## src/rtl/core/horton_infiltration_cell_core_macros.svh

```systemverilog
// ---------------------------------------------------------------------------
// horton infiltration cell core assertion macros
// shared property forms clocked on aclk, disabled during reset
// ---------------------------------------------------------------------------
`ifndef HORTON_INFILTRATION_CELL_CORE_MACROS_SVH
`define HORTON_INFILTRATION_CELL_CORE_MACROS_SVH

// same-cycle implication
`define HIC_ASSERT_IMP(lbl, ante, cons) \
    lbl: assert property (@(posedge aclk) disable iff (!aresetn) (ante) |-> (cons)) \
        else $error("hic assertion failed");

// next-cycle implication
`define HIC_ASSERT_NXT(lbl, ante, cons) \
    lbl: assert property (@(posedge aclk) disable iff (!aresetn) (ante) |=> (cons)) \
        else $error("hic assertion failed");

`endif

```

## src/rtl/core/hic_pkg.sv

```systemverilog
`timescale 1ns / 1ps
// ---------------------------------------------------------------------------
// hic_pkg
// shared types and constants of the horton infiltration cell core
// ---------------------------------------------------------------------------
package hic_pkg;

    typedef enum logic [1:0] {
        CFG_ENABLED   = 2'd0,
        CFG_TIME_STEP = 2'd1,
        CFG_DRY_DEPTH = 2'd2
    } cfg_idx_t;

    localparam int HORNER_TERMS  = 12;
    localparam int HORNER_STAGES = 3 * HORNER_TERMS;
    localparam int SQUARE_STAGES = 10;
    localparam int EXP_STAGES    = HORNER_STAGES + SQUARE_STAGES;
    localparam int DIV_STEPS     = 33;

    localparam logic [31:0] Q31_ONE   = 32'h8000_0000;
    localparam logic [79:0] EXP_LIMIT = 80'd24 << 48;

    // floor((2^32-1)/i)
    localparam logic [31:0] HORNER_RECIP [1:12] = '{
        32'hFFFF_FFFF, 32'h7FFF_FFFF, 32'h5555_5555, 32'h3FFF_FFFF,
        32'h3333_3333, 32'h2AAA_AAAA, 32'h2492_4924, 32'h1FFF_FFFF,
        32'h1C71_C71C, 32'h1999_9999, 32'h1745_D174, 32'h1555_5555
    };

    typedef struct packed {
        logic               skip;
        logic signed [47:0] z;
        logic [47:0]        h;
        logic [31:0]        ks;
        logic [31:0]        mag;
        logic               dneg;
        logic [47:0]        wt;
    } cell_t;

    typedef struct packed {
        cell_t       info;
        logic [31:0] kd;
        logic [47:0] tw;
    } item_t;

    typedef struct packed {
        logic        big;
        logic [30:0] u;
        logic [63:0] acc;
        logic [31:0] aux;
        cell_t       info;
    } exp_st_t;

    typedef struct packed {
        logic [31:0] rem;
        logic [32:0] num;
        logic [32:0] quo;
        logic        skip;
        logic        sat;
        logic [47:0] surf;
        logic [46:0] depth;
        logic        dry;
        logic [47:0] wt;
    } div_st_t;

endpackage

```

## src/rtl/core/hic_front.sv

```systemverilog
`timescale 1ns / 1ps
// ---------------------------------------------------------------------------
// hic_front
// input register, skip classification and per-cell precompute
// ---------------------------------------------------------------------------
module hic_front (
    input  logic                aclk,
    input  logic                aresetn,
    input  logic                enabled,
    input  logic [31:0]         time_step,
    input  logic                s_valid,
    output logic                s_ready,
    input  logic signed [47:0]  s_surface_level,
    input  logic signed [47:0]  s_bed_level,
    input  logic [31:0]         s_sat_conductivity,
    input  logic [31:0]         s_initial_rate,
    input  logic [31:0]         s_decay_const,
    input  logic [47:0]         s_wet_time,
    input  logic                s_weir_cell,
    output logic                out_vld,
    input  logic                out_ready,
    output hic_pkg::item_t      out_item
);

    logic            front_vld_reg;
    hic_pkg::item_t  front_item_reg;
    hic_pkg::item_t  item_next;
    logic signed [48:0] hs;
    logic [32:0]     d;
    logic [48:0]     wt_sum;

    assign s_ready = !front_vld_reg || out_ready;
    assign out_vld = front_vld_reg;
    assign out_item = front_item_reg;

    always_comb begin
        hs = {s_surface_level[47], s_surface_level} - {s_bed_level[47], s_bed_level};
        d = {1'b0, s_initial_rate} - {1'b0, s_sat_conductivity};
        wt_sum = {1'b0, s_wet_time} + 49'(time_step);
        item_next.info.skip = !enabled || s_weir_cell || (s_sat_conductivity == 32'd0)
                              || hs[48] || (hs == 49'sd0);
        item_next.info.z = s_surface_level;
        item_next.info.h = hs[47:0];
        item_next.info.ks = s_sat_conductivity;
        item_next.info.dneg = d[32];
        item_next.info.mag = d[32] ? 32'(-d) : d[31:0];
        item_next.info.wt = wt_sum[48] ? '1 : wt_sum[47:0];
        item_next.kd = s_decay_const;
        item_next.tw = s_wet_time;
    end

    always_ff @(posedge aclk) begin
        if (!aresetn) begin
            front_vld_reg <= 1'b0;
        end else if (s_ready) begin
            front_vld_reg <= s_valid;
        end
    end

    always_ff @(posedge aclk) begin
        if (s_valid && s_ready) begin
            front_item_reg <= item_next;
        end
    end

endmodule

```

## config.mk

```make
export PLATFORM = sky130hd
export DESIGN_NAME = hic_front
export DESIGN_NICKNAME = d
export VERILOG_FILES = /design/src/rtl/core/horton_infiltration_cell_core_macros.svh /design/src/rtl/core/hic_pkg.sv /design/src/rtl/core/hic_front.sv
export SDC_FILE = /design/constraint.sdc
export NUM_CORES = 1
export LEC_CHECK = 0
export BUFFER_PORTS_ARGS = -buffer_cell sky130_fd_sc_hd__buf_2
export CAP_MARGIN = 30
export CORE_AREA = 3 3 221 223
export CTS_BUF_LIST = sky130_fd_sc_hd__clkbuf_8
export CTS_CLUSTER_DIAMETER = 200
export DETAILED_ROUTE_END_ITERATION = 16
export DIE_AREA = 0 0 224 226
export GPL_ROUTABILITY_DRIVEN = 0
export GPL_TIMING_DRIVEN = 0
export PLACE_DENSITY_LB_ADDON = 0.3
export SLEW_MARGIN = 20
export SYNTH_ARGS = -nofsm -noshare
export SYNTH_HDL_FRONTEND = slang
export SYNTH_SLANG_ARGS = --single-unit
export TNS_END_PERCENT = 100
```

## constraint.sdc

```tcl
create_clock -name aclk -period 12.4 [get_ports aclk]
set_clock_uncertainty 0.1 [all_clocks]
set_input_delay 0.62 -clock aclk [delete_from_list [all_inputs] [get_ports aclk]]
set_output_delay 0.62 -clock aclk [all_outputs]
set_load 0.05 [all_outputs]
```

# After elaboration in Yosys (flattened, before gate mapping)
# Cells that the tools add are included.
# W data, S select, Z words.
dict set report totals {
  regBits 291
  output_inout_bits 292
  elab_cells 25
}
dict set report classes {
  add_sub_neg 4
  muxes 1
  n_reduce_logical 10
}
# operator count
set op_table {}
lappend op_table {{$add A48 B32 Y49} 1}
lappend op_table {{$logic_not A49 Y1} 1}
lappend op_table {{$sub A48 B48 Y49} 1}
lappend op_table {{$sub A32 B32 Y33} 1}
lappend op_table {{$logic_not A32 Y1} 1}
lappend op_table {{$mux W32} 1}
lappend op_table {{$neg A32 Y32} 1}
lappend op_table {{$logic_or A1 B1 Y1} 5}
lappend op_table {{$logic_not A1 Y1} 2}
lappend op_table {{$logic_and A1 B1 Y1} 1}

# Depth between registers and ports, before layout
dict set report logic_depth {
  depth_word 5
  mapped_depth 17
}

# Least setup slack after synthesis
# Ideal clock, no wire load.
dict set report synth_path {
  path_kind {input to register}
  start {input port out_ready}
  end {register front_item_reg, in the netlist out_item[0] (enable)}
  setup_time_ps 687
  arrival_ps 7711
  slack_ps 3902
  stages 2
  path_buffers 0
  path_cell_list {nand2b_1 -> and2_1}
}
dict set report synth_between {
  elab_chain_cells 2
}
# item line
set synth_rtl {}
lappend synth_rtl {{from (decl)} hic_front.sv:21} ;# input logic out_ready,
lappend synth_rtl {{$logic_or A1 B1 Y1} hic_front.sv:32} ;# assign s_ready = !front_vld_reg || out_ready;
lappend synth_rtl {{$logic_and A1 B1 Y1} hic_front.sv:61} ;# if (s_valid && s_ready) begin
lappend synth_rtl {{to (signal assigned)} hic_front.sv:62} ;# front_item_reg <= item_next;
lappend synth_rtl {{to (decl)} hic_front.sv:26} ;# hic_pkg::item_t front_item_reg;
# Every way passes these cells.
# A chain may end at the register's enable or synchronous reset.

==> out/summary.json <==
{
  "final.setup.tns_ps": 0,
  "layout-area-overhead-vs-synth_pct": 28.3,
  "hp-class": "in2reg",
  "tritoncts.num_buffers": 52,
  "first_global_vias": 14100,
  "synthDominantAreaCellType": "sky130_fd_sc_hd__edfxtp_1",
  "track_usage_pct": 20.9,
  "synthesized_netlist_net_count": 1878,
  "clock-root-buffer": "sky130_fd_sc_hd__clkbuf_8",
  "cts.reportedPaths.clkPinSlew_ps": 60,
  "synth_cell_count_leaders": "sky130_fd_sc_hd__edfxtp_1 (290), sky130_fd_sc_hd__nand2_1 (128), sky130_fd_sc_hd__ha_1 (113), sky130_fd_sc_hd__inv_1 (112), sky130_fd_sc_hd__a21oi_1 (101)",
  "timing.final.crit_share_pct": 38.7,
  "seq_power_share_pct": 40.3,
  "placementRows": 79,
  "critical_path.startpoint_type": "input pin",
  "setup.worst_path.end_class": "flip-flop",
  "effective_utilization_at_floorplan_pct": 35.7,
  "switching_share_pct": 37.1,
  "synthTopCellsByArea": "sky130_fd_sc_hd__edfxtp_1 (52%), sky130_fd_sc_hd__ha_1 (8.5%), sky130_fd_sc_hd__xnor2_1 (4.0%)",
  "tritoncts": "done",
  "cp.required_ps": 12700,
  "post_cts.resized_instances": 0,
  "synth_enable_flop_cells": 290,
  "clockPowerShare_pct": 27.7,
  "timing.slew.headroom_pct": 43.3,
  "power.static_leakage_nw": 9.40,
  "fp.coreArea_mm2": 0.0468,
  "final_core_util_pct": 45.7,
  "postCtsSetupRepairBufs": 0,
  "yosys_cell_types": 89,
  "setup_viol": 0,
  "critPathMaxFanout": 4,
  "internal-power_mw": 1.92,
  "postSynthCellCount": 1484,
  "yosysMostFrequentCell": "sky130_fd_sc_hd__edfxtp_1",
  "timing.critical_path.arrival_ps": 5100,
  "synth_flop_cell": "sky130_fd_sc_hd__edfxtp_1",
  "final_total_pwr_mw": 3.05,
  "synthDominantCellAreaShare_pct": 52.2,
  "clock_sink_count": 291,
  "postRouteAntennaNets": 0,
  "max_cap_viol_count": 0,
  "boundaryPins": 570,
  "async_flop_share_pct": 0,
  "global_route_wire_length_before_repair_mm": 81.5,
  "clock_insertion_delay_worst_skew_ps": 630,
  "fin_nets": 2507,
  "max_clock_freq_ghz": 0.209,
  "antenna_found_initial": 17,
  "grt_start_max_net_pins": 58,
  "detail_route.drc_violations": 0,
  "hold_viol_final": 0,
  "detailroute.via_count": 14400,
  "ys_warn_count": 0,
  "run_status": "finished clean",
  "first_pass_detailed_route_iteration_total": 5,
  "grt_overflow": 0,
  "synth_area_per_cell_um2": 11.2,
  "buffer_ports.inserted": 569,
  "totalWireLength_mm": 55.7,
  "final_count_of_pins_violating_max_slew": 0,
  "final_period_minus_worst_setup_slack_ps": 4800,
  "drive_gt1_share_pct": 31.9,
  "power-per-cell-area_mw_per_mm2": 143,
  "grt_setup_unrepaired": "false",
  "ir_worst_vdd_mv": 0.0932,
  "worst_hold_slack_ps": 79.1,
  "die_height_um": 226,
  "filler_cell_count_in_the_final_layout": 4455,
  "die_boundary_width_um": 224,
  "worst_slew_pin_slew_ps": 842,
  "cts.hold.buffers_added": 0,
  "netSwitchingPower_mw": 1.13,
  "cts_buffer_depth": 3,
  "netlist_area_mm2": 0.0167,
  "initialDrtViolationCount": 804,
  "yosysSeqAreaShare_pct": 52.4,
  "avgViaCountPerCell": 5.21,
  "critPathKind": "in2reg",
  "routed_wire_length_per_instance_um": 20.1,
  "htreeDepth": 2,
  "dp.final_hpwl_mm": 45.5,
  "combPwrFrac_pct": 31.9,
  "ys_ff_latch": 291,
  "dieArea_mm2": 0.0506
}
critical path, stage by stage:
cell	delay, ps
sky130_fd_sc_hd__buf_2	90
sky130_fd_sc_hd__inv_1	40
sky130_fd_sc_hd__ha_1	220
sky130_fd_sc_hd__fa_1	410
sky130_fd_sc_hd__nor2b_1	200
sky130_fd_sc_hd__o2111ai_1	210
sky130_fd_sc_hd__nand3_1	210
sky130_fd_sc_hd__a31oi_1	180
sky130_fd_sc_hd__or4_1	630
sky130_fd_sc_hd__and2_1	230
sky130_fd_sc_hd__o41ai_1	720
sky130_fd_sc_hd__a311oi_1	220
sky130_fd_sc_hd__xnor2_1	200
sky130_fd_sc_hd__or4b_1	530
sky130_fd_sc_hd__o41ai_1	370
final cells by class:
type / count / area (µm²) / share of cell area (%)
buffer: 39 / 163 / 0.761
multi-input combinational: 1042 / 7360 / 34.4
clock inverter: 39 / 231 / 1.08
inverter: 112 / 420 / 1.97
sequential: 291 / 8730 / 40.8
tap: 607 / 759 / 3.55
timing repair buffer: 575 / 2980 / 13.9
clock buffer: 52 / 716 / 3.35
antenna: 9 / 22.5 / 0.105
registers in the layout, summed over array words and instances (netlist names):
name / count
out_item: 290
out_vld: 1
power by group through the flow:
stage	Combinational, mW	Sequential [mW]	Clock [mW]
floorplan	0.381	1.58	0
global placement	0.959	1.27	0
detailed placement	0.973	1.25	0
CTS	0.978	1.23	0.880
global route	1.05	1.24	0.920
finish	0.975	1.23	0.847
logic make-up (layout without fill, tap and decap cells):
kind of cell	Yosys count	count (layout)	share of synthesized area, %
AO/OA/AOI/OAI	412	412	16.6
XOR/XNOR	116	116	6.09
adder cells (fa/ha/maj)	116	116	8.84
buffers and inverters	151	817	3.50
flip-flops	291	291	52.4
multiplexers	9	9	0.585
other	0	9	0
AND/OR/NAND/NOR	389	389	12.0
worst paths after layout:
check | from | cells past startpoint | to | slack, ps
min | s_surface_level[5] | 1 | out_item[246]$_DFFE_PP_ | 80
max | s_surface_level[0] | 15 | out_item[289]$_DFFE_PP_ | 7600
min reg2reg | out_vld$_SDFFE_PN0N_ | 2 | out_vld$_SDFFE_PN0N_ | 480
max reg2reg | out_vld$_SDFFE_PN0N_ | 4 | out_item[74]$_DFFE_PP_ | 10300
cell usage in the layout (no fill, tap or decap), types with 21 or more instances in the layout:
cell type / instances
sky130_fd_sc_hd__a21o_1: 56
sky130_fd_sc_hd__a21oi_1: 101
sky130_fd_sc_hd__and3_1: 21
sky130_fd_sc_hd__buf_2: 570
sky130_fd_sc_hd__clkbuf_1: 35
sky130_fd_sc_hd__clkbuf_8: 52
sky130_fd_sc_hd__edfxtp_1: 290
sky130_fd_sc_hd__ha_1: 113
sky130_fd_sc_hd__inv_1: 125
sky130_fd_sc_hd__nand2_1: 128
sky130_fd_sc_hd__nand3_1: 29
sky130_fd_sc_hd__nand4_1: 27
sky130_fd_sc_hd__nor2_1: 55
sky130_fd_sc_hd__o21ai_0: 84
sky130_fd_sc_hd__xnor2_1: 77
sky130_fd_sc_hd__xor2_1: 39
stage by stage:
step,cells,cell area [µm²],setup WS [ps]
CTS,2756,21400,7620
global route,2764,21400,7380
global placement,2660,20300,1410
finish,2766,21400,7600
detailed placement,2665,20400,6980
floorplan,1484,16700,3900
routing by layer:
metal,share of wire [%],vias to the layer above,track usage [%]
met2,50,621,37.1
met4,2.6,8,6.44
met5,0.099,-,0
met3,9.1,99,6.50
met1,39,6816,24.1
li1,-,6858,-
Power figures use the tool's default switching activity.
