`src/rtl/core/horton_infiltration_cell_core_macros.svh`:
```
// ---------------------------------------------------------------------------
// horton infiltration cell core assertion macros
// shared property forms clocked on aclk, disabled during reset
// ---------------------------------------------------------------------------
`ifndef HORTON_INFILTRATION_CELL_CORE_MACROS_SVH
`define HORTON_INFILTRATION_CELL_CORE_MACROS_SVH

// same-cycle implication
`define HIC_ASSERT_IMP(lbl, ante, cons) \
    lbl: assert property (@(posedge aclk) disable iff (!aresetn) (ante) |-> (cons)) \
        else $error("hic assertion failed");

// next-cycle implication
`define HIC_ASSERT_NXT(lbl, ante, cons) \
    lbl: assert property (@(posedge aclk) disable iff (!aresetn) (ante) |=> (cons)) \
        else $error("hic assertion failed");

`endif

```
`src/rtl/core/hic_pkg.sv`:
```
`timescale 1ns / 1ps
// ---------------------------------------------------------------------------
// hic_pkg
// shared types and constants of the horton infiltration cell core
// ---------------------------------------------------------------------------
package hic_pkg;

    typedef enum logic [1:0] {
        CFG_ENABLED   = 2'd0,
        CFG_TIME_STEP = 2'd1,
        CFG_DRY_DEPTH = 2'd2
    } cfg_idx_t;

    localparam int HORNER_TERMS  = 12;
    localparam int HORNER_STAGES = 3 * HORNER_TERMS;
    localparam int SQUARE_STAGES = 10;
    localparam int EXP_STAGES    = HORNER_STAGES + SQUARE_STAGES;
    localparam int DIV_STEPS     = 33;

    localparam logic [31:0] Q31_ONE   = 32'h8000_0000;
    localparam logic [79:0] EXP_LIMIT = 80'd24 << 48;

    // floor((2^32-1)/i)
    localparam logic [31:0] HORNER_RECIP [1:12] = '{
        32'hFFFF_FFFF, 32'h7FFF_FFFF, 32'h5555_5555, 32'h3FFF_FFFF,
        32'h3333_3333, 32'h2AAA_AAAA, 32'h2492_4924, 32'h1FFF_FFFF,
        32'h1C71_C71C, 32'h1999_9999, 32'h1745_D174, 32'h1555_5555
    };

    typedef struct packed {
        logic               skip;
        logic signed [47:0] z;
        logic [47:0]        h;
        logic [31:0]        ks;
        logic [31:0]        mag;
        logic               dneg;
        logic [47:0]        wt;
    } cell_t;

    typedef struct packed {
        cell_t       info;
        logic [31:0] kd;
        logic [47:0] tw;
    } item_t;

    typedef struct packed {
        logic        big;
        logic [30:0] u;
        logic [63:0] acc;
        logic [31:0] aux;
        cell_t       info;
    } exp_st_t;

    typedef struct packed {
        logic [31:0] rem;
        logic [32:0] num;
        logic [32:0] quo;
        logic        skip;
        logic        sat;
        logic [47:0] surf;
        logic [46:0] depth;
        logic        dry;
        logic [47:0] wt;
    } div_st_t;

endpackage

```
`src/rtl/core/hic_queue.sv`:
```
`timescale 1ns / 1ps
// ---------------------------------------------------------------------------
// hic_queue
// two-entry queue between front and back
// ---------------------------------------------------------------------------
module hic_queue (
    input  logic            aclk,
    input  logic            aresetn,
    input  logic            in_vld,
    output logic            in_ready,
    input  hic_pkg::item_t  in_item,
    output logic            out_vld,
    input  logic            out_ready,
    output hic_pkg::item_t  out_item
);

    hic_pkg::item_t  mem_reg [0:1];
    logic            wr_ptr_reg;
    logic            rd_ptr_reg;
    logic [1:0]      count_reg;
    logic            push;
    logic            pop;

    assign in_ready = (count_reg != 2'd2);
    assign out_vld = (count_reg != 2'd0);
    assign out_item = mem_reg[rd_ptr_reg];
    assign push = in_vld && in_ready;
    assign pop = out_vld && out_ready;

    always_ff @(posedge aclk) begin
        if (!aresetn) begin
            wr_ptr_reg <= 1'b0;
            rd_ptr_reg <= 1'b0;
            count_reg <= 2'd0;
        end else begin
            if (push) begin
                wr_ptr_reg <= !wr_ptr_reg;
            end
            if (pop) begin
                rd_ptr_reg <= !rd_ptr_reg;
            end
            if (push && !pop) begin
                count_reg <= count_reg + 2'd1;
            end else if (pop && !push) begin
                count_reg <= count_reg - 2'd1;
            end
        end
    end

    always_ff @(posedge aclk) begin
        if (push) begin
            mem_reg[wr_ptr_reg] <= in_item;
        end
    end

endmodule

```
`config.mk`:
```
export PLATFORM = sky130hd
export DESIGN_NAME = hic_queue
export DESIGN_NICKNAME = d
export VERILOG_FILES = /design/src/rtl/core/horton_infiltration_cell_core_macros.svh /design/src/rtl/core/hic_pkg.sv /design/src/rtl/core/hic_queue.sv
export SDC_FILE = /design/constraint.sdc
export NUM_CORES = 1
export LEC_CHECK = 0
export BUFFER_PORTS_ARGS = -buffer_cell sky130_fd_sc_hd__buf_2
export CAP_MARGIN = 20
export CORE_AREA = 2 2 228 230
export CTS_BUF_LIST = sky130_fd_sc_hd__clkbuf_4 sky130_fd_sc_hd__clkbuf_8
export CTS_CLUSTER_SIZE = 25
export DETAILED_ROUTE_END_ITERATION = 16
export DIE_AREA = 0 0 230 232
export PLACE_DENSITY = 0.79
export SLEW_MARGIN = 5
export SYNTH_ARGS = -nofsm -noshare
export SYNTH_HDL_FRONTEND = slang
export SYNTH_SLANG_ARGS = --single-unit
```
`constraint.sdc`:
```
create_clock -name aclk -period 13.2 [get_ports aclk]
set_clock_uncertainty 0.1 [all_clocks]
set_input_delay 2.64 -clock aclk [delete_from_list [all_inputs] [get_ports aclk]]
set_output_delay 2.64 -clock aclk [all_outputs]
set_load 0.02 [all_outputs]
```
Yosys cells after proc, flatten, opt, wreduce, memory -nomap -nowiden
Memory sizes are Yosys's and may differ from the RTL's. A register that Yosys moved wholly into a read port is not among the register bits.
Cells that the tools add are included.

word-level totals
  flip-flop bits (word level) = 4
  bits in latches = 0
  memory bits (writable) = 580
  memory bits (read-only) = 0
  input bits = 294
  output and inout port bits = 292
  logic and storage cells = 23
  memories kept = 1

cells by class
  $add $sub $neg = 2
  multiply operators = 0
  div/mod/pow operators = 0
  magnitude comparators = 0
  eq/ne operators = 1
  shifts and indexed selects = 0
  muxes and demuxes = 6
  bitwise operators = 0
  reduce and logical (&&, ||, !) cells = 10

memories
  memory   depth  bits a word  read ports  clocked after Yosys merged registers in  wr ports  line             RTL
  mem_reg  2      290          1           1                                        1         hic_queue.sv:17  hic_pkg::item_t mem_reg [0:1];

operators by type and width
  cell                                                                count
  1-bit logical AND                                                   4
  1-bit zero test                                                     4
  1-bit two-way mux                                                   4
  2-bit two-way mux                                                   2
  2-bit nonzero test                                                  2
  2-bit by 1-bit adder with 2-bit output, second input constant       1
  2-bit != test, second input constant                                1
  2-bit by 1-bit subtractor with 2-bit output, second input constant  1

Logic depth before layout (Yosys ltp)
Gate-level depths: netlist of the first run.

  word-level depth = 6
  depth in mapped cells = 6
  mapped depth without buffers = 6

Worst setup path before layout of the first run
Ideal clock, no wire load.

  path kind = in2reg
  start point = in in_vld
  end point = mem mem_reg[1][0] in the netlist's numbering, enable pin
  library setup time = 691 ps
  data arrival time = 9287 ps
  data required time = 12409 ps
  path slack = 3122 ps
  cell stages on the path = 1
  buffers on the path = 0
  cell sequence = and3_1

between the ends
  word-level cells in the longest chain between the ends = 3

RTL lines
  item                                     line             RTL
  start: declaration                       hic_queue.sv:9   input logic in_vld,
  1-bit logical AND                        hic_queue.sv:27  assign push = in_vld && in_ready;
  1-bit two-way mux                        hic_queue.sv:51  if (push) begin
  1-bit two-way mux (not written as such)  hic_queue.sv:52  mem_reg[wr_ptr_reg] <= in_item;
  end: declaration                         hic_queue.sv:17

Every way passes these cells.

==> flow_metrics.py, run 1 <==
metrics = {
    "timing": {
        "fmax_ghz": 0.156,
        "finalSetupViolCount": 0,
        "slew_headroom": 0.353,
        "grt_setup_unrepaired": "no",
        "drv_slew": 0,
        "layout_min_cycle_time_ns": 6.39,
        "finalHoldViolCount": 0,
        "fin_crit_sh": 0.484,
        "fin_tns_setup_ns": 0,
        "whs_ns": 0.449,
        "tightest_slew_ns": 0.970,
        "setup_ws_ns": 6.81,
    },
    "layout": {
        "fin_cells": 2345,
        "nets": 1881,
        "final_area_um2": 27100,
        "largest_reg_flops": 580,
        "regArea_um2": 17500,
        "drive_gt1_frac": 0.625,
        "multi_input_area_um2": 3780,
        "syn_to_final_growth_pct": 25.7,
        "nFillCells": 3996,
        "fin_util": 0.532,
    },
    "placement": {
        "dp_hpwl_um": 32500,
        "io_buffers": 585,
        "gp_congestion": 0.893,
        "place_inst": 2170,
        "pre_cts_ws_ns": 6.95,
        "placed_area_um2": 25200,
    },
    "clock_network": {
        "numCtsBuffers": 91,
        "clk_latency_ns": 0.67,
        "root_buffer": "clkbuf_8",
        "cts_tree": "built",
        "htree_levels": 3,
        "cts_hold_buffers": 0,
        "cts_setup_buffers": 0,
        "clkSinkCount": 585,
        "clk_pin_slew_ns": 0.07,
        "cts-resized-gates": 0,
        "cts_max_path_buffers": 3,
    },
    "logic_synthesis": {
        "synth_seq_cells": 585,
        "synth.distinct_cells": 21,
        "syn_avg_cell_area_um2": 23.2,
        "yosys_warnings": 0,
        "netlist_area_um2": 21500,
        "synthArstFlopShare": 0,
        "synth-edff-count": 580,
        "synth_ff_type": "edfxtp_1",
        "ys_seq_area_frac": 0.814,
        "syn_nets": 1221,
        "synthCells": 926,
    },
    "setup_path": {
        "required_ns": 10.46,
        "critPathSlowestCell": "buf_4",
        "path_delay_family": "buffers and inverters",
        "cp-end-kind": "primary output",
        "start_kind": "flop",
        "r2r_cells": 6,
        "slowest_delay_ns": 0.78,
        "crit_chain": "buf_16, buf_4, buf_4, mux2_2, buf_2",
        "cpMostUsedCell": "buf_4",
        "cp_num_buf_inv": 4,
        "arrival_ns": 3.65,
        "crit_cells": 5,
        "critPathMaxFanout": 67,
        "crit_type": "reg -> out",
    },
    "power_and_ir_drop": {
        "powerDensity_nw_per_um2": 198,
        "power.leakage_nw": 10.3,
        "ir_drop_mv": 0.132,
        "total_power_mw": 5.35,
    },
    "die": {
        "die_h_um": 232,
        "floorplan.initialDensity": 0.423,
        "core_um2": 50900,
        "die_x_um": 230,
        "num_rows": 83,
        "die-area_um2": 53400,
        "ios": 586,
    },
    "route": {
        "first_iter_violations": 424,
        "first_pass_iters": 4,
        "route.detailed.drc": 0,
        "wl_per_cell_um": 20.1,
        "wl_um": 47100,
        "num_vias": 11200,
        "ant_nets": 0,
        "avgViaCountPerCell": 4.78,
    },
    "global_route": {
        "grtUsageTotal": 0.169,
        "antenna_found_initial": 12,
        "gr-total-overflow": 0,
        "grt_pass1_wl_um": 67500,
        "grt_pass1_vias": 12000,
        "grt_max_degree": 95,
    },
    "flow_run": {
        "maxCapViolCount": 0,
    },
    "hold_path": {
        "hold_depth": 2,
        "hold_class": "reg -> reg",
    },
    "outcome": {
        "status": "finished clean",
    },
}
[worst min-delay path, cell delays in order, from the launching register on]
cell,delay (ns)
dfxtp_1,0.34
o21ai_0,0.08
a21boi_0,0.08
[area by class of cell]
| type | instances | share of cell area |
|---|---|---|
| Sequential cell | 585 | 0.648 |
| Multi-Input combinational cell | 308 | 0.140 |
| Timing Repair Buffer | 599 | 0.114 |
| Clock buffer | 119 | 0.0545 |
| Tap cell | 680 | 0.0315 |
| Clock inverter | 42 | 0.0110 |
| Antenna cell | 11 | 0.00102 |
| Inverter | 1 | 0.000416 |
[where the power goes]
| part | internal [mW] | switching [mW] | leakage (nW) |
|---|---|---|---|
| logic | 0.602 | 0.885 | 3.86 |
| clock network | 0.792 | 0.678 | 0.936 |
| registers | 2.32 | 0.0668 | 5.46 |
[cell usage in the layout (no fill, tap or decap), types with 2 or more instances in the layout]
master,count
a21boi_0,2
inv_8,2
buf_16,3
clkbuf_8,93
and2_1,4
edfxtp_1,580
mux2_2,190
clkinv_1,21
buf_2,585
clkinvlp_4,2
buf_4,11
bufinv_16,3
xnor2_1,2
dfxtp_1,4
mux2_4,100
diode_2,11
clkinv_2,12
clkbuf_4,26
[routing by layer]
layer,track usage,up-vias,wire (um)
met5,0,-,27
met4,0.0956,4,1950
met2,0.300,452,25100
met3,0.0532,126,3500
li1,-,5048,-
met1,0.176,5578,16500
[final timing paths]
| path | from | endpoint | slack [ns] |
|---|---|---|---|
| worst min-delay path | count_reg[1] | count_reg[1] | 0.45 |
| worst max register to register | count_reg[0] | mem_reg[0][209] | 9.69 |
| worst max-delay path | flop | out_item[61] | 6.81 |
| worst min register to register | count_reg[1] | count_reg[1] | 0.45 |
[Yosys cell counts (2+ instances only)]
| cell type | count | area share |
|---|---|---|
| edfxtp_1 | 580 | 0.81 |
| mux2_2 | 190 | 0.099 |
| mux2_4 | 100 | 0.070 |
| buf_2 | 20 | 0.0047 |
| buf_6 | 11 | 0.0058 |
| dfxtp_1 | 5 | 0.0047 |
| and2_1 | 4 | 0.0012 |
| a21boi_0 | 2 | 0.00070 |
| xnor2_1 | 2 | 0.00081 |
[kinds of logic after synthesis]
group / synth area share
AND/OR/NAND/NOR: 0.00267
AO/OA/AOI/OAI: 0.00163
buffers and inverters: 0.0109
XOR/XNOR: 0.00122
multiplexers: 0.169
flip-flops: 0.814
adder cells (fa/ha/maj): 0.000581
(Power assumes the default switching activity.)
==> run 2, diff against run 1 <==
--- a/config.mk
+++ b/config.mk
@@ -5,6 +5,7 @@
 export SDC_FILE = /design/constraint.sdc
 export NUM_CORES = 1
 export LEC_CHECK = 0
+export ABC_AREA = 1
 export BUFFER_PORTS_ARGS = -buffer_cell sky130_fd_sc_hd__buf_2
 export CAP_MARGIN = 20
 export CORE_AREA = 2 2 228 230
==> constraint.sdc (replaced) <==
create_clock -name aclk -period 6.3 [get_ports aclk]
set_clock_uncertainty 0.1 [all_clocks]
set_input_delay 1.26 -clock aclk [delete_from_list [all_inputs] [get_ports aclk]]
set_output_delay 1.26 -clock aclk [all_outputs]
set_load 0.02 [all_outputs]
==> run 2 against run 1 <==
Compared with the run above: flip-flop and latch count did not move; hold slack lost 0.042 ns; first-iteration DRC count rose by 56%; clock-buffer cell count is 12 higher; critical path depth shrank 2; final cell count did not move; utilization about the same; synthesized cell count rose by 1.4%; critical endpoint is now out_item[171]; largest cell class unchanged; largest power group unchanged; highest routed layer unchanged.
==> flow_metrics.py, run 2 <==
metrics = {
    "outcome": {
        "status": "finished clean",
    },
    "layout": {
        "multi_input_area_um2": 3770,
        "nets": 1891,
        "layout_commonest_cell": "buf_2",
        "syn_to_final_growth_pct": 25.6,
        "fin_cells": 2345,
        "drive_gt1_frac": 0.621,
        "regArea_um2": 17500,
        "layout_common_cells": "585 x buf_2, 580 x edfxtp_1, 190 x mux2_2",
        "nFillCells": 3987,
        "largest_reg_flops": 580,
    },
    "power_and_ir_drop": {
        "powerDensity_nw_per_um2": 406,
        "power.leakage_nw": 10.3,
        "total_power_mw": 11.0,
        "ir_drop_mv": 0.361,
    },
    "logic_synthesis": {
        "synth_seq_cells": 585,
        "netlist_area_um2": 21500,
        "synth_common_cells": "580 x edfxtp_1, 190 x mux2_2, 100 x mux2_4",
        "yosys.area.top_type": "edfxtp_1",
        "synth.distinct_cells": 16,
        "syn_avg_cell_area_um2": 22.9,
        "yosys_warnings": 0,
        "synth_top_area_frac": 0.809,
        "synth-edff-count": 580,
        "syn_nets": 1234,
        "ys_seq_area_frac": 0.814,
        "synth_ff_type": "edfxtp_1",
        "post-synth-top-count-cell": "edfxtp_1",
        "synth_area_leaders": "edfxtp_1 81%, mux2_2 9.9%, mux2_4 7.0%, buf_6 0.58%, buf_2 0.46%",
        "synthCells": 939,
        "synthArstFlopShare": 0,
    },
    "global_route": {
        "met1_usage": 0.178,
        "grtUsageTotal": 0.166,
        "grt_pass1_vias": 12000,
        "grt_util_met2": 0.289,
        "grt_max_degree": 155,
        "antenna_found_initial": 11,
        "grt_pass1_wl_um": 66700,
        "top_usage_layer": "met2",
        "use_met3": 0.0582,
        "gr-total-overflow": 0,
    },
    "timing": {
        "slew_headroom": 0.261,
        "finalHoldViolCount": 0,
        "finalSetupViolCount": 0,
        "grt_setup_unrepaired": "no",
        "drv_slew": 0,
        "fin_crit_sh": 0.663,
        "setup_ws_ns": 2.12,
        "layout_min_cycle_time_ns": 4.18,
        "fmax_ghz": 0.239,
        "whs_ns": 0.408,
        "tightest_slew_ns": 1.11,
    },
    "clock_network": {
        "root_buffer": "clkbuf_8",
        "cts_max_path_buffers": 3,
        "cts-resized-gates": 0,
        "cts_tree": "built",
        "cts_setup_buffers": 0,
        "cts_hold_buffers": 0,
        "htree_levels": 3,
        "clk_latency_ns": 0.65,
        "clkSinkCount": 585,
        "clk_pin_slew_ns": 0.06,
        "numCtsBuffers": 91,
    },
    "route": {
        "num_vias": 11200,
        "wl_um": 46000,
        "avgViaCountPerCell": 4.77,
        "ant_nets": 0,
        "first_iter_violations": 660,
        "route.detailed.drc": 0,
        "first_pass_iters": 4,
        "wl_per_cell_um": 19.6,
    },
    "placement": {
        "gp_congestion": 0.795,
        "pre_cts_ws_ns": 2.71,
        "dp_hpwl_um": 31200,
        "io_buffers": 585,
        "place_inst": 2182,
    },
    "setup_path": {
        "crit_chain": "buf_12, mux2_2, buf_2",
        "slowest_delay_ns": 0.90,
        "critPathMaxFanout": 100,
        "cp_num_buf_inv": 2,
        "start_kind": "flop",
        "crit_type": "reg -> out",
        "path_delay_family": "flip-flops",
        "arrival_ns": 2.82,
        "cp-end-kind": "primary output",
        "required_ns": 4.94,
        "critPathSlowestCell": "dfxtp_4",
    },
    "die": {
        "ios": 586,
        "die_x_um": 230,
        "die-area_um2": 53400,
        "die_h_um": 232,
        "core_um2": 50900,
        "floorplan.initialDensity": 0.423,
        "num_rows": 83,
    },
    "hold_path": {
        "hold_class": "reg -> reg",
    },
    "flow_run": {
        "maxCapViolCount": 0,
    },
}
-- run 2: where the power goes --
group	leakage [nW]	total [mW]	internal, mW	switching (mW)
clock	0.925	3.04	1.68	1.36
sequential	5.45	5.09	4.93	0.163
combinational	3.89	2.84	1.12	1.72
-- run 2: cell families (layout without fill, tap and decap cells) --
| kind of cell | count (synthesis) | in the layout | synth area share |
|---|---|---|---|
| buffers and inverters | 40 | 760 | 0.0121 |
| muxes | 290 | 290 | 0.169 |
| adders and majority gates | 1 | 1 | 0.000581 |
| and+or+nand+nor | 19 | 19 | 0.00349 |
| DFF | 585 | 585 | 0.814 |
| other | 0 | 6 | 0 |
| AOI/OAI and AO/OA | 4 | 4 | 0.00105 |
-- run 2: routing by layer --
metal  up-vias  part of all wire
met5         -            0.0016
met4        10             0.035
met3       111             0.088
met2       490              0.52
met1      5508              0.35
li1       5069                 -
-- run 2: worst min-delay path, stage by stage (launching register included) --
cell,delay [ns]
dfxtp_1,0.33
nor2_1,0.06
nor2_1,0.09
-- run 2: layout make-up --
class / count / share of cell area
inverters: 8 / 0.00111
clock buffers: 131 / 0.0581
well taps: 680 / 0.0315
multi-input cells: 314 / 0.139
clock inverters: 25 / 0.00662
repair buffers: 596 / 0.115
diodes: 6 / 0.000555
flip-flops and latches: 585 / 0.648
-- run 2: path summary, 6_finish.rpt --
check | depth (start not counted) | start | slack, ns | to
worst min register to register | 2 | rd_ptr_reg | 0.41 | flop
worst max register to register | 6 | count_reg[0] | 3.83 | mem_reg[0][66]
worst min-delay path | 2 | rd_ptr_reg | 0.41 | flop
worst max-delay path | 3 | flop | 2.12 | out_item[171]
-- run 2: metrics by stage --
step	util	TNS, ns	area, um^2
finish	0.531	0	27000
global route	0.531	0	27000
CTS	0.531	0	27000
detailed placement	0.496	0	25200
global placement	0.496	0	25200
floorplan	-	-1860.35	21500
